### config.mk
export PLATFORM = sky130hd
export DESIGN_NAME = rgb_gray_gaussian_5x5_window_core_flat
export DESIGN_NICKNAME = d
export VERILOG_FILES = /design/src/hdl/rgw_pkg.sv /design/src/hdl/rgw_pix_if.sv /design/src/hdl/rgw_res_if.sv /design/src/hdl/rgw_window.sv /design/src/hdl/rgw_kernel.sv /design/src/hdl/rgb_gray_gaussian_5x5_window_core.sv /design/src/flat_wrapper.sv
export VERILOG_INCLUDE_DIRS = /design/src /design/src/hdl
export SDC_FILE = /design/constraint.sdc
export NUM_CORES = 2
export LEC_CHECK = 0
export BUFFER_PORTS_ARGS = -buffer_cell sky130_fd_sc_hd__buf_2
export CAP_MARGIN = 20
export CORE_MARGIN = 2
export CORE_UTILIZATION = 65
export DETAILED_ROUTE_END_ITERATION = 8
export PLACE_DENSITY = 0.87
export SLEW_MARGIN = 20
export SYNTH_ARGS = -nofsm -noshare
export SYNTH_HDL_FRONTEND = slang
export SYNTH_SLANG_ARGS = --single-unit
### constraint.sdc
create_clock -name clk -period 9.29 [get_ports clk]
set_input_delay 2.787 -clock clk [delete_from_list [all_inputs] [get_ports clk]]
set_output_delay 2.787 -clock clk [all_outputs]
set_load 0.02 [all_outputs]
### src/hdl/assert_macros.svh
// Assertion macros shared by the RGB-to-gray Gaussian window RTL.
// Included by modules that carry concurrent checks; no other dependencies.
`ifndef ASSERT_MACROS_SVH
`define ASSERT_MACROS_SVH

// Check that is switched off while reset is asserted.
`define RGW_ASSERT(name, clk, rst_n, prop, msg) \
  name: assert property (@(posedge clk) disable iff (!rst_n) (prop)) else $error(msg);

// Check that must hold at every edge, reset included.
`define RGW_ASSERT_ALWAYS(name, clk, prop, msg) \
  name: assert property (@(posedge clk) (prop)) else $error(msg);

`endif

### src/hdl/rgw_pkg.sv
// Shared types, constants and arithmetic helpers for the gray 5x5 Gaussian core.
// No dependencies; imported by the interfaces and all modules.
package rgw_pkg;

  localparam int WIN_DIM  = 5;
  localparam int WIN_SIZE = WIN_DIM * WIN_DIM;
  localparam int CNT_W    = 5;

  localparam int PIX_W  = 8;
  localparam int ACC_W  = 18;   // 299r+587g+114b+500 <= 255500
  localparam int ROW_W  = 15;   // heaviest row: 107*255
  localparam int SUM_W  = 17;   // 273*255
  localparam int WGT_W  = 6;

  localparam logic [SUM_W-1:0] SUM_MAX = SUM_W'(273 * 255);

  // floor(x/1000) = (x*268436) >> 28, exact for x < 493447
  localparam int GRAY_SHIFT  = 28;
  localparam int GRAY_PROD_W = 37;
  localparam logic [GRAY_PROD_W-1:0] GRAY_RECIP = GRAY_PROD_W'(268436);

  // floor(x/273) = (x*245823) >> 26, exact for x < 82342
  localparam int KDIV_SHIFT  = 26;
  localparam int KDIV_PROD_W = 35;
  localparam logic [KDIV_PROD_W-1:0] KDIV_RECIP = KDIV_PROD_W'(245823);

  localparam logic [ACC_W-1:0] LUMA_R   = ACC_W'(299);
  localparam logic [ACC_W-1:0] LUMA_G   = ACC_W'(587);
  localparam logic [ACC_W-1:0] LUMA_B   = ACC_W'(114);
  localparam logic [ACC_W-1:0] LUMA_RND = ACC_W'(500);

  localparam logic [WGT_W-1:0] KERNEL [WIN_SIZE] = '{
    6'd1,  6'd4,  6'd7,  6'd4,  6'd1,
    6'd4,  6'd16, 6'd26, 6'd16, 6'd4,
    6'd7,  6'd26, 6'd41, 6'd26, 6'd7,
    6'd4,  6'd16, 6'd26, 6'd16, 6'd4,
    6'd1,  6'd4,  6'd7,  6'd4,  6'd1
  };

  typedef logic [PIX_W-1:0]                gray_t;
  typedef gray_t [WIN_SIZE-1:0]            win_t;
  typedef logic [WIN_DIM-1:0][ROW_W-1:0]   rows_t;

  typedef struct packed {
    logic we;       // a pixel is written into the window this cycle
    logic reload;   // reload flag that travels with that pixel
  } win_ctrl_t;

  function automatic logic [ACC_W-1:0] luma_acc(input logic [PIX_W-1:0] r,
                                                input logic [PIX_W-1:0] g,
                                                input logic [PIX_W-1:0] b);
    return LUMA_R * ACC_W'(r) + LUMA_G * ACC_W'(g) + LUMA_B * ACC_W'(b) + LUMA_RND;
  endfunction

  function automatic gray_t gray_from_acc(input logic [ACC_W-1:0] acc);
    logic [GRAY_PROD_W-1:0] prod;
    prod = GRAY_PROD_W'(acc) * GRAY_RECIP;
    return prod[GRAY_SHIFT +: PIX_W];
  endfunction

  function automatic gray_t kernel_div(input logic [SUM_W-1:0] sum);
    logic [KDIV_PROD_W-1:0] prod;
    prod = KDIV_PROD_W'(sum) * KDIV_RECIP;
    return prod[KDIV_SHIFT +: PIX_W];
  endfunction

endpackage

### src/hdl/rgw_pix_if.sv
// Input pixel channel: valid/ready plus RGB components and the reload flag.
// Depends on rgw_pkg.
interface rgw_pix_if;
  import rgw_pkg::*;

  logic             valid;
  logic             ready;
  logic [PIX_W-1:0] red;
  logic [PIX_W-1:0] green;
  logic [PIX_W-1:0] blue;
  logic             reload;

  modport source (output valid, output red, output green, output blue,
                  output reload, input ready);
  modport sink   (input valid, input red, input green, input blue,
                  input reload, output ready);
endinterface

### src/hdl/rgw_res_if.sv
// Result channel: valid/ready plus the filtered gray value.
// Depends on rgw_pkg.
interface rgw_res_if;
  import rgw_pkg::*;

  logic             valid;
  logic             ready;
  logic [PIX_W-1:0] filtered;

  modport source (output valid, output filtered, input ready);
  modport sink   (input valid, input filtered, output ready);
endinterface

### src/hdl/rgw_window.sv
// 5x5 gray window store with full-load and column-shift fill modes.
// Depends on rgw_pkg and assert_macros.svh.
`include "assert_macros.svh"

module rgw_window (
  input  logic               clk,
  input  logic               rst_n,
  input  rgw_pkg::win_ctrl_t ctrl,
  input  rgw_pkg::gray_t     gray,
  output rgw_pkg::win_t      win,
  output logic               complete
);
  import rgw_pkg::*;

  win_t             win_r, win_nxt, shifted;
  logic [CNT_W-1:0] count_r, count_nxt;
  logic             mode_r, mode_nxt;
  logic             first, mode_eff, do_shift;

  assign first    = (count_r == '0);
  assign mode_eff = first ? ctrl.reload : mode_r;
  assign do_shift = ctrl.we && first && !ctrl.reload;
  assign complete = ctrl.we && (mode_eff ? (count_r == CNT_W'(WIN_SIZE - 1))
                                         : (count_r == CNT_W'(WIN_DIM - 1)));

  always_comb begin
    for (int v = 0; v < WIN_DIM; v++) begin
      for (int u = 0; u < WIN_DIM - 1; u++) begin
        shifted[v*WIN_DIM + u] = win_r[v*WIN_DIM + u + 1];
      end
      shifted[v*WIN_DIM + WIN_DIM - 1] = win_r[v*WIN_DIM + WIN_DIM - 1];
    end
  end

  always_comb begin
    for (int v = 0; v < WIN_DIM; v++) begin
      for (int u = 0; u < WIN_DIM; u++) begin
        if (ctrl.we && (mode_eff ? (count_r == CNT_W'(v*WIN_DIM + u))
                                 : (u == WIN_DIM - 1 && count_r == CNT_W'(v)))) begin
          win_nxt[v*WIN_DIM + u] = gray;
        end else if (do_shift) begin
          win_nxt[v*WIN_DIM + u] = shifted[v*WIN_DIM + u];
        end else begin
          win_nxt[v*WIN_DIM + u] = win_r[v*WIN_DIM + u];
        end
      end
    end
  end

  always_comb begin
    count_nxt = count_r;
    mode_nxt  = mode_r;
    if (ctrl.we) begin
      mode_nxt  = mode_eff;
      count_nxt = complete ? '0 : count_r + CNT_W'(1);
    end
  end

  always_ff @(posedge clk) begin
    if (!rst_n) begin
      win_r   <= '0;
      count_r <= '0;
      mode_r  <= 1'b0;
    end else begin
      win_r   <= win_nxt;
      count_r <= count_nxt;
      mode_r  <= mode_nxt;
    end
  end

  assign win = win_r;

  `RGW_ASSERT_ALWAYS(a_count_range, clk, !rst_n || (count_r < CNT_W'(WIN_SIZE)), "pixel count out of range")
  `RGW_ASSERT(a_complete_wraps, clk, rst_n, complete |=> (count_r == '0), "count did not wrap")
  `RGW_ASSERT(a_mode_held, clk, rst_n, (count_r != '0) |=> $stable(mode_r), "mode changed mid-window")

endmodule

### src/hdl/rgw_kernel.sv
// Per-row Gaussian weighted sums of the 5x5 gray window (constant weights).
// Depends on rgw_pkg.
module rgw_kernel (
  input  rgw_pkg::win_t  win,
  output rgw_pkg::rows_t rows
);
  import rgw_pkg::*;

  always_comb begin
    for (int v = 0; v < WIN_DIM; v++) begin
      rows[v] = '0;
      for (int u = 0; u < WIN_DIM; u++) begin
        rows[v] = rows[v] + ROW_W'(win[v*WIN_DIM + u]) * ROW_W'(KERNEL[v*WIN_DIM + u]);
      end
    end
  end

endmodule

### src/hdl/rgb_gray_gaussian_5x5_window_core.sv
// RGB-to-gray 5x5 Gaussian window filter, top level.
// Depends on rgw_pkg, rgw_pix_if, rgw_res_if, rgw_window, rgw_kernel, assert_macros.svh.
//
// Each accepted pixel is turned into gray, (299r+587g+114b+500)/1000, and
// written into a 5x5 window that reset clears to zero. The reload flag of a
// window's first pixel picks the fill mode: 1 loads 25 pixels in row-major
// order, 0 shifts every row one column left and loads 5 pixels top to bottom
// into the right column. When a window completes, one result is emitted:
// floor(sum(gray*K)/273) with the 1-4-7-4-1 / 4-16-26-16-4 / 7-26-41-26-7
// kernel. Pixels that do not complete a window produce no result. Throughput
// is one pixel per cycle while no stage stalls. The pipeline is: luma
// accumulate register, gray/window update, row sums, total sum, and the
// divide-by-273 output register, from which a result leaves. Each stage
// holds its item under backpressure; while a result waits at the output,
// pixels are still taken until three more windows have completed (held in
// the total, row-sum and window stages) and one further pixel waits in the
// luma register.

`include "assert_macros.svh"

module rgb_gray_gaussian_5x5_window_core (
  input  logic clk,
  input  logic rst_n,
  rgw_pix_if.sink   in_pix,
  rgw_res_if.source out_res
);
  import rgw_pkg::*;

  // stage 1: luma accumulator of the accepted pixel
  logic             s1_v_r;
  logic [ACC_W-1:0] acc_r;
  logic             reload_r;
  // stage 2: window holds a completed set awaiting summation
  logic             c2_v_r;
  // stage 3: row sums; stage 4: total
  logic             s3_v_r;
  rows_t            rows_r;
  logic             s4_v_r;
  logic [SUM_W-1:0] sum_r, sum_nxt;
  // output register
  logic             out_v_r;
  gray_t            filtered_r;

  logic      ready_o, ready4, ready3, free2, ready1;
  win_ctrl_t ctrl;
  gray_t     gray;
  win_t      win;
  rows_t     rows;
  logic      complete;

  // Each stage may take a new item when it is empty or its item moves on.
  assign ready_o = !out_v_r || out_res.ready;
  assign ready4  = !s4_v_r  || ready_o;
  assign ready3  = !s3_v_r  || ready4;
  assign free2   = !c2_v_r  || ready3;   // window may be rewritten
  assign ready1  = !s1_v_r  || free2;

  assign in_pix.ready = ready1;

  assign gray        = gray_from_acc(acc_r);
  assign ctrl.we     = s1_v_r && free2;
  assign ctrl.reload = reload_r;

  rgw_window u_window (
    .clk      (clk),
    .rst_n    (rst_n),
    .ctrl     (ctrl),
    .gray     (gray),
    .win      (win),
    .complete (complete)
  );

  // Reads the window while it still holds the completed set; the window may
  // be overwritten on the same edge that captures these sums.
  rgw_kernel u_kernel (
    .win  (win),
    .rows (rows)
  );

  always_comb begin
    sum_nxt = '0;
    for (int v = 0; v < WIN_DIM; v++) begin
      sum_nxt = sum_nxt + SUM_W'(rows_r[v]);
    end
  end

  // control
  always_ff @(posedge clk) begin
    if (!rst_n) begin
      s1_v_r  <= 1'b0;
      c2_v_r  <= 1'b0;
      s3_v_r  <= 1'b0;
      s4_v_r  <= 1'b0;
      out_v_r <= 1'b0;
    end else begin
      if (ready1)  s1_v_r  <= in_pix.valid;
      if (free2)   c2_v_r  <= s1_v_r && complete;
      if (ready3)  s3_v_r  <= c2_v_r;
      if (ready4)  s4_v_r  <= s3_v_r;
      if (ready_o) out_v_r <= s4_v_r;
    end
  end

  // payload
  always_ff @(posedge clk) begin
    if (ready1) begin
      acc_r    <= luma_acc(in_pix.red, in_pix.green, in_pix.blue);
      reload_r <= in_pix.reload;
    end
    if (ready3)  rows_r     <= rows;
    if (ready4)  sum_r      <= sum_nxt;
    if (ready_o) filtered_r <= kernel_div(sum_r);
  end

  assign out_res.valid    = out_v_r;
  assign out_res.filtered = filtered_r;

  `RGW_ASSERT(a_sum_bound, clk, rst_n, s4_v_r |-> (sum_r <= SUM_MAX), "weighted sum too large")
  `RGW_ASSERT(a_rows_hold, clk, rst_n, (s3_v_r && !ready4) |=> (s3_v_r && $stable(rows_r)), "row sums lost under stall")
  `RGW_ASSERT(a_complete_on_write, clk, rst_n, complete |-> (ctrl.we && s1_v_r), "window completed without a pixel")

endmodule

### src/flat_wrapper.sv
// flat-port wrapper written by rule: the top's interface ports become plain ports
module rgb_gray_gaussian_5x5_window_core_flat import rgw_pkg::*;
  (clk, rst_n, in_pix_valid, in_pix_red, in_pix_green, in_pix_blue, in_pix_reload, in_pix_ready, out_res_valid, out_res_filtered, out_res_ready);
  rgw_pix_if in_pix_i ();
  rgw_res_if out_res_i ();
  input  logic clk;
  input  logic rst_n;
  input wire logic [$bits(in_pix_i.valid)-1:0] in_pix_valid;
  input wire logic [$bits(in_pix_i.red)-1:0] in_pix_red;
  input wire logic [$bits(in_pix_i.green)-1:0] in_pix_green;
  input wire logic [$bits(in_pix_i.blue)-1:0] in_pix_blue;
  input wire logic [$bits(in_pix_i.reload)-1:0] in_pix_reload;
  output wire logic [$bits(in_pix_i.ready)-1:0] in_pix_ready;
  output wire logic [$bits(out_res_i.valid)-1:0] out_res_valid;
  output wire logic [$bits(out_res_i.filtered)-1:0] out_res_filtered;
  input wire logic [$bits(out_res_i.ready)-1:0] out_res_ready;
  assign in_pix_i.valid = in_pix_valid;
  assign in_pix_i.red = in_pix_red;
  assign in_pix_i.green = in_pix_green;
  assign in_pix_i.blue = in_pix_blue;
  assign in_pix_i.reload = in_pix_reload;
  assign in_pix_ready = in_pix_i.ready;
  assign out_res_valid = out_res_i.valid;
  assign out_res_filtered = out_res_i.filtered;
  assign out_res_i.ready = out_res_ready;
  rgb_gray_gaussian_5x5_window_core u_core (.clk(clk), .rst_n(rst_n), .in_pix(in_pix_i), .out_res(out_res_i));
endmodule
# [Word-level counts from Yosys, hierarchy flattened]
# Index checks and enable logic that the tools add are counted.
[word_totals] register_bits=330 inputBits=29 output_inout_bits=10 word_cells=235
[classes] n_reduce_logical=61 mux=67 eq_ne=24 mul=14 n_addsub=28
[ops] op="$mux W8" n=40
[ops] op="$add A17 B15 Y17" n=3
[ops] op="$mul A8 B4 Y12 const B" n=4
[ops] op="$eq A5 B5 Y1 const B" n=9
[ops] op="$mul A8 B3 Y11 const B" n=4
[ops] op="$eq A5 B4 Y1 const B" n=8
[ops] op="$reduce_bool A2 Y1" n=20
[ops] op="$mul A17 B18 Y34 const B" n=1
[ops] op="$mul A18 B17 Y34 const B" n=1
[ops] op="$add A14 B12 Y15" n=2
[ops] op="$add A15 B10 Y15" n=2
[ops] op="$logic_and A1 B1 Y1" n=29
[ops] op="$add A13 B13 Y14" n=2
[ops] op="$add A13 B8 Y14" n=2
[ops] op="$add A10 B12 Y13" n=2
[ops] op="$add A12 B10 Y13" n=2
[ops] op="$mux W1" n=26
[ops] op="$add A11 B11 Y12" n=2
[ops] op="$add A8 B10 Y11" n=2
[ops] op="$eq A5 B3 Y1 const B" n=4
[ops] op="$add A17 B18 Y18" n=1
[ops] op="$add A18 B15 Y18" n=1
[ops] op="$add A18 B9 Y18 const B" n=1
[ops] op="$mul A10 B8 Y18 const A" n=1
[ops] op="other kinds (15)" n=25

# [Depth between registers and ports, before layout]
[logic_depth] ltp_word=10 depth_mapped=27 ltp_nobuf=27

# [Cells and area by module]
# From an unflattened synthesis, not the netlist that was laid out.
[hier_totals] cells_unflattened=3888 hier_area_um2=37170.6
[modules_own_cells] module="rgb_gray_gaussian_5x5_window_core" n_inst=1 cells_per_inst=1572 area_per_inst_um2=17521.8 seq_area_each_um2=3673.5
[modules_own_cells] module="rgw_kernel" n_inst=1 cells_per_inst=1152 area_per_inst_um2=10470.0 seq_area_each_um2=0.0
[modules_own_cells] module="rgw_window" n_inst=1 cells_per_inst=1164 area_per_inst_um2=9178.8 seq_area_each_um2=4124.0

# [Worst setup path after synthesis]
# No wires, ideal clock.
[synth_path] path_kind="input port to flip-flop" startpoint="in in_pix_blue[0]" endpoint="reg u_core.acc_r[17] (data pin)" setup_slack_ns=0.980 setup_ns=0.272 path_buffers=0 stages=23 arrival_ns=8.038 required_time_ns=9.018 path_cell_list="fa_1 inv_1 fa_1 inv_1 ha_1 ha_1 inv_1 fa_1 xnor2_1 ha_1 ha_1 fa_1 inv_1 fa_1 fa_1 inv_1 ha_1 and3_1 and3_1 nand3_1 nand2_1 o21ai_0 a211oi_1"
[synth_between] elab_chain_cells=3
[synth_rtl] item="from (decl)" line_no="flat_wrapper.sv:11" text="input wire logic [$bits(in_pix_i.blue)-1:0] in_pix_blue;"
[synth_rtl] item="$mul A6 B8 Y14" line_no="rgw_pkg.sv:52" text="return LUMA_R * ACC_W'(r) + LUMA_G * ACC_W'(g) + LUMA_B * ACC_W'(b) + LUMA_RND;"
[synth_rtl] item="$add A18 B15 Y18" line_no="rgw_pkg.sv:52"
[synth_rtl] item="$add A18 B9 Y18" line_no="rgw_pkg.sv:52"
[synth_rtl] item="to (signal assigned)" line_no="rgb_gray_gaussian_5x5_window_core.sv:107" text="acc_r <= luma_acc(in_pix.red, in_pix.green, in_pix.blue);"
[synth_rtl] item="to (decl)" line_no="rgb_gray_gaussian_5x5_window_core.sv:31" text="logic [ACC_W-1:0] acc_r;"
# No other way between the ends.
# A chain may end at the register's enable or synchronous reset.

# [Worst setup path in the final report]
# Same ends and word-level chain as after synthesis.

==> summary.md <==
| Metric | Value |
|---|---|
| Cell depth of the worst setup path | 25 |
| Crit path time final | between 8 and 9 ns |
| Status | completed |
| CP delay by family, top | adder cells |
| TritonRoute pass-1 iters | 6 |
| Num rows | 86 |
| Crit path buf inv count | 6 |
| Total track usage | 30.0% |
| Initial Util | 65.8% |
| Post_cts resized | 0 |
| Critical path data required time | 9.59 ns |
| Hold Path Stages | 2 |
| TritonCTS clock tree | built |
| CTS max path bufs | 3 |
| Die X | about 240 µm |
| Post-Syn Area | 0.0362 mm² |
| DRT Wirelength | between 80000 and 90000 µm |
| Crit. End Element | register |
| H-Tree Depth | 2 |
| Most used cell along the critical path | fa_1 |
| Kind of critical path | primary input to register |
| Vias | roughly 26000 |
| Netlist cell types | 76 |
| Maxcap violations | 0 |
| Register area | 0.00762 mm² |
| Post-route clock period utilization | between 80% and 90% |
| Slew Viols, Final | 0 |
| Clock sinks | about 320 |
| Endpoints failing setup | 0 |
| Core ar. | about 0.055 mm² |
| Post-synth EDFFs | around 110 |
| Slew @ Worst Pin | between 1 and 1.5 ns |
| Slowest stage delay, CP | 0.53 ns |
| Post-synth net total | 4900 |
| Remaining global-route overflow | 0 |
| Pin count of the biggest net entering global routing | 96 |
| Global-route wire length before repair | between 100000 and 150000 µm |
| Sequential area share after synthesis | a little over a fifth |
| CP Max Fanout | 5 |
| Rel. slew slack | roughly 25% |
| Most common cell in the netlist | inv_1 |
| Vias in the first global route | approximately 28000 |
| # Post-CTS Setup Buffers | 0 |
| Nets | ~4900 |
| Hold crit path type | register to register |
| Flops & latches, synth | around 320 |
| Worst path slowest cell | fa_1 |
| Largest area contributor in the netlist | fa_1 |
| Share of the synthesized area in the top cell type | between 20% and 30% |
| CP startpoint kind | primary input |
| Fill cell count | between 3000 and 4000 |
| Cells after Synth | 3800 |
| Clk slew on worst S/H paths | roughly 0.060 ns |
| TNS Setup | 0 ns |
| Synth top area cells | fa_1 (24%), ha_1 (22%), dfxtp_1 (12%) |
| Routed vias/inst | just under 6 |
| Number of diodes | 0 |
| CTS Hold Bufs | 0 |
| I/O pin count | 39 |
| Post-route ant nets | 0 |
| Gpl congestion | 0.905 |
| Fmax | ~120 MHz |
| Hold Violations, Final | 0 |
| Post-DP HPWL | 64800 µm |
| RSZ-0062 raised after global routing | false |
| Most common library cells after synthesis | inv_1 (923), ha_1 (632), fa_1 (439) |
| Yosys warnings | 0 |
| Area of the multi-input gates | between 0.02 and 0.025 mm² |
| R2r worst-path depth | 20 |
| Die area | around 0.058 mm² |
| WL per Instance | around 18 µm |
| CP arrival | between 8 and 9 ns |
| Syn_area_per_cell | ~9.5 µm² |
| CTS Buf Count | 39 |
| DR iter-0 viols | ~2100 |
| Clk Tree Root Cell | clkbuf_16 |
| Fraction of layout cells with a size suffix above 1 | under 10% |
| Area growth from synthesis to layout | 5.84% |
| Clk_skew | 0.0302 ns |
| Die H | about 240 µm |
| Initial antenna violation count | 1 |
| Async S/R FF share, synth | 0% |
| Skew-Pair Late Insertion Delay | roughly 0.58 ns |
| DRC Markers | 0 |
| PortBufs | 38 |
| Ys flop type | dfxtp_1 |
[stage by stage]
step | cell area, µm² | util, % | worst slack, ns | std cells | hold slack, ns
floorplan | 36200 | - | 0.980 | 3800 | 0.426
global placement | 37100 | 67.3 | 0.636 | 4501 | 0.432
detailed placement | 37100 | 67.3 | 0.459 | 4501 | 0.456
CTS | 38300 | 69.6 | 1.04 | 4573 | 0.475
global route | 38400 | 69.6 | 0.789 | 4574 | 0.493
finish | 38400 | 69.6 | 1.03 | 4574 | 0.472
[state kept, by name, indices dropped and copies added (netlist names)]
signal                   cells
u_core.acc_r                18
u_core.out_res.filtered      8
u_core.c2_v_r                1
u_core.reload_r              1
u_core.out_res.valid         1
u_core.s1_v_r                1
u_core.s4_v_r                1
u_core.s3_v_r                1
u_core.u_window.win        200
u_core.sum_r                17
u_core.rows_r               69
u_core.u_window.mode_r       1
u_core.u_window.count_r      5
[area by class of cell]
cell class                 instances  area share [%]
tap                              748            2.44
timing repair buffer              54           0.861
clock inverter                    16           0.323
clock buffer                      56            2.95
sequential                       324            19.9
inverter                         924            9.05
multi-input combinational       2452            64.5
[cells by family after synthesis]
group | share of synthesized area (%)
adder cells (fa/ha/maj) | 46.1
buffers and inverters | 10.8
AND/OR/NAND/NOR | 8.22
AO/OA/AOI/OAI | 9.65
flip-flops | 21.0
XOR/XNOR | 3.35
multiplexers | 0.898
[cells in the final DEF, fill, tap and decap left out, types with 5 or more instances in the layout]
master	count
a31oi_1	11
a21oi_1	173
nor2_1	179
ha_1	632
clkbuf_16	40
clkinv_2	5
nand4_1	9
and3_1	20
fa_1	439
inv_1	922
clkbuf_1	9
o21a_1	5
clkbuf_8	7
clkinv_1	6
buf_2	38
or3_1	9
a311oi_1	61
buf_4	15
or2_2	9
mux2i_1	28
a211oi_1	11
dfxtp_1	211
a221oi_1	28
nor3_1	15
o211ai_1	57
o21bai_1	25
o22ai_1	12
edfxtp_1	113
nand2_1	335
xnor2_1	85
a21o_1	34
nand3_1	41
o21ai_0	91
nor2b_1	19
nand2b_1	12
and2_1	5
xor2_1	42
[worst min-delay path: stages, from the launching register on]
cell and delay (ns):
dfxtp_1 0.31, nand2_1 0.06, a21oi_1 0.06
[metal layers]
layer / GRT usage (%) / wire, µm
met2: 53.1 / 41800
met1: 36.7 / 32900
met3: 4.20 / 5790
met4: 12.3 / 3340
met5: 0 / 0
[path summary, 6_finish.rpt]
kind	from	endpoint	slack, ns
setup / recovery	in_pix_blue[0]	u_core.acc_r[17]$_DFFE_PP_	1.03
setup reg to reg	u_core.u_window.win[88]$_SDFFE_PN0P_	u_core.rows_r[44]$_DFFE_PP_	2.77
hold / removal	u_core.u_window.win[34]$_SDFFE_PN0P_	u_core.u_window.win[34]$_SDFFE_PN0P_	0.47
hold reg to reg	u_core.u_window.win[34]$_SDFFE_PN0P_	u_core.u_window.win[34]$_SDFFE_PN0P_	0.47
Power is not shown: default switching activity piles up to over one toggle a cycle in this logic, so the estimate is an artifact.
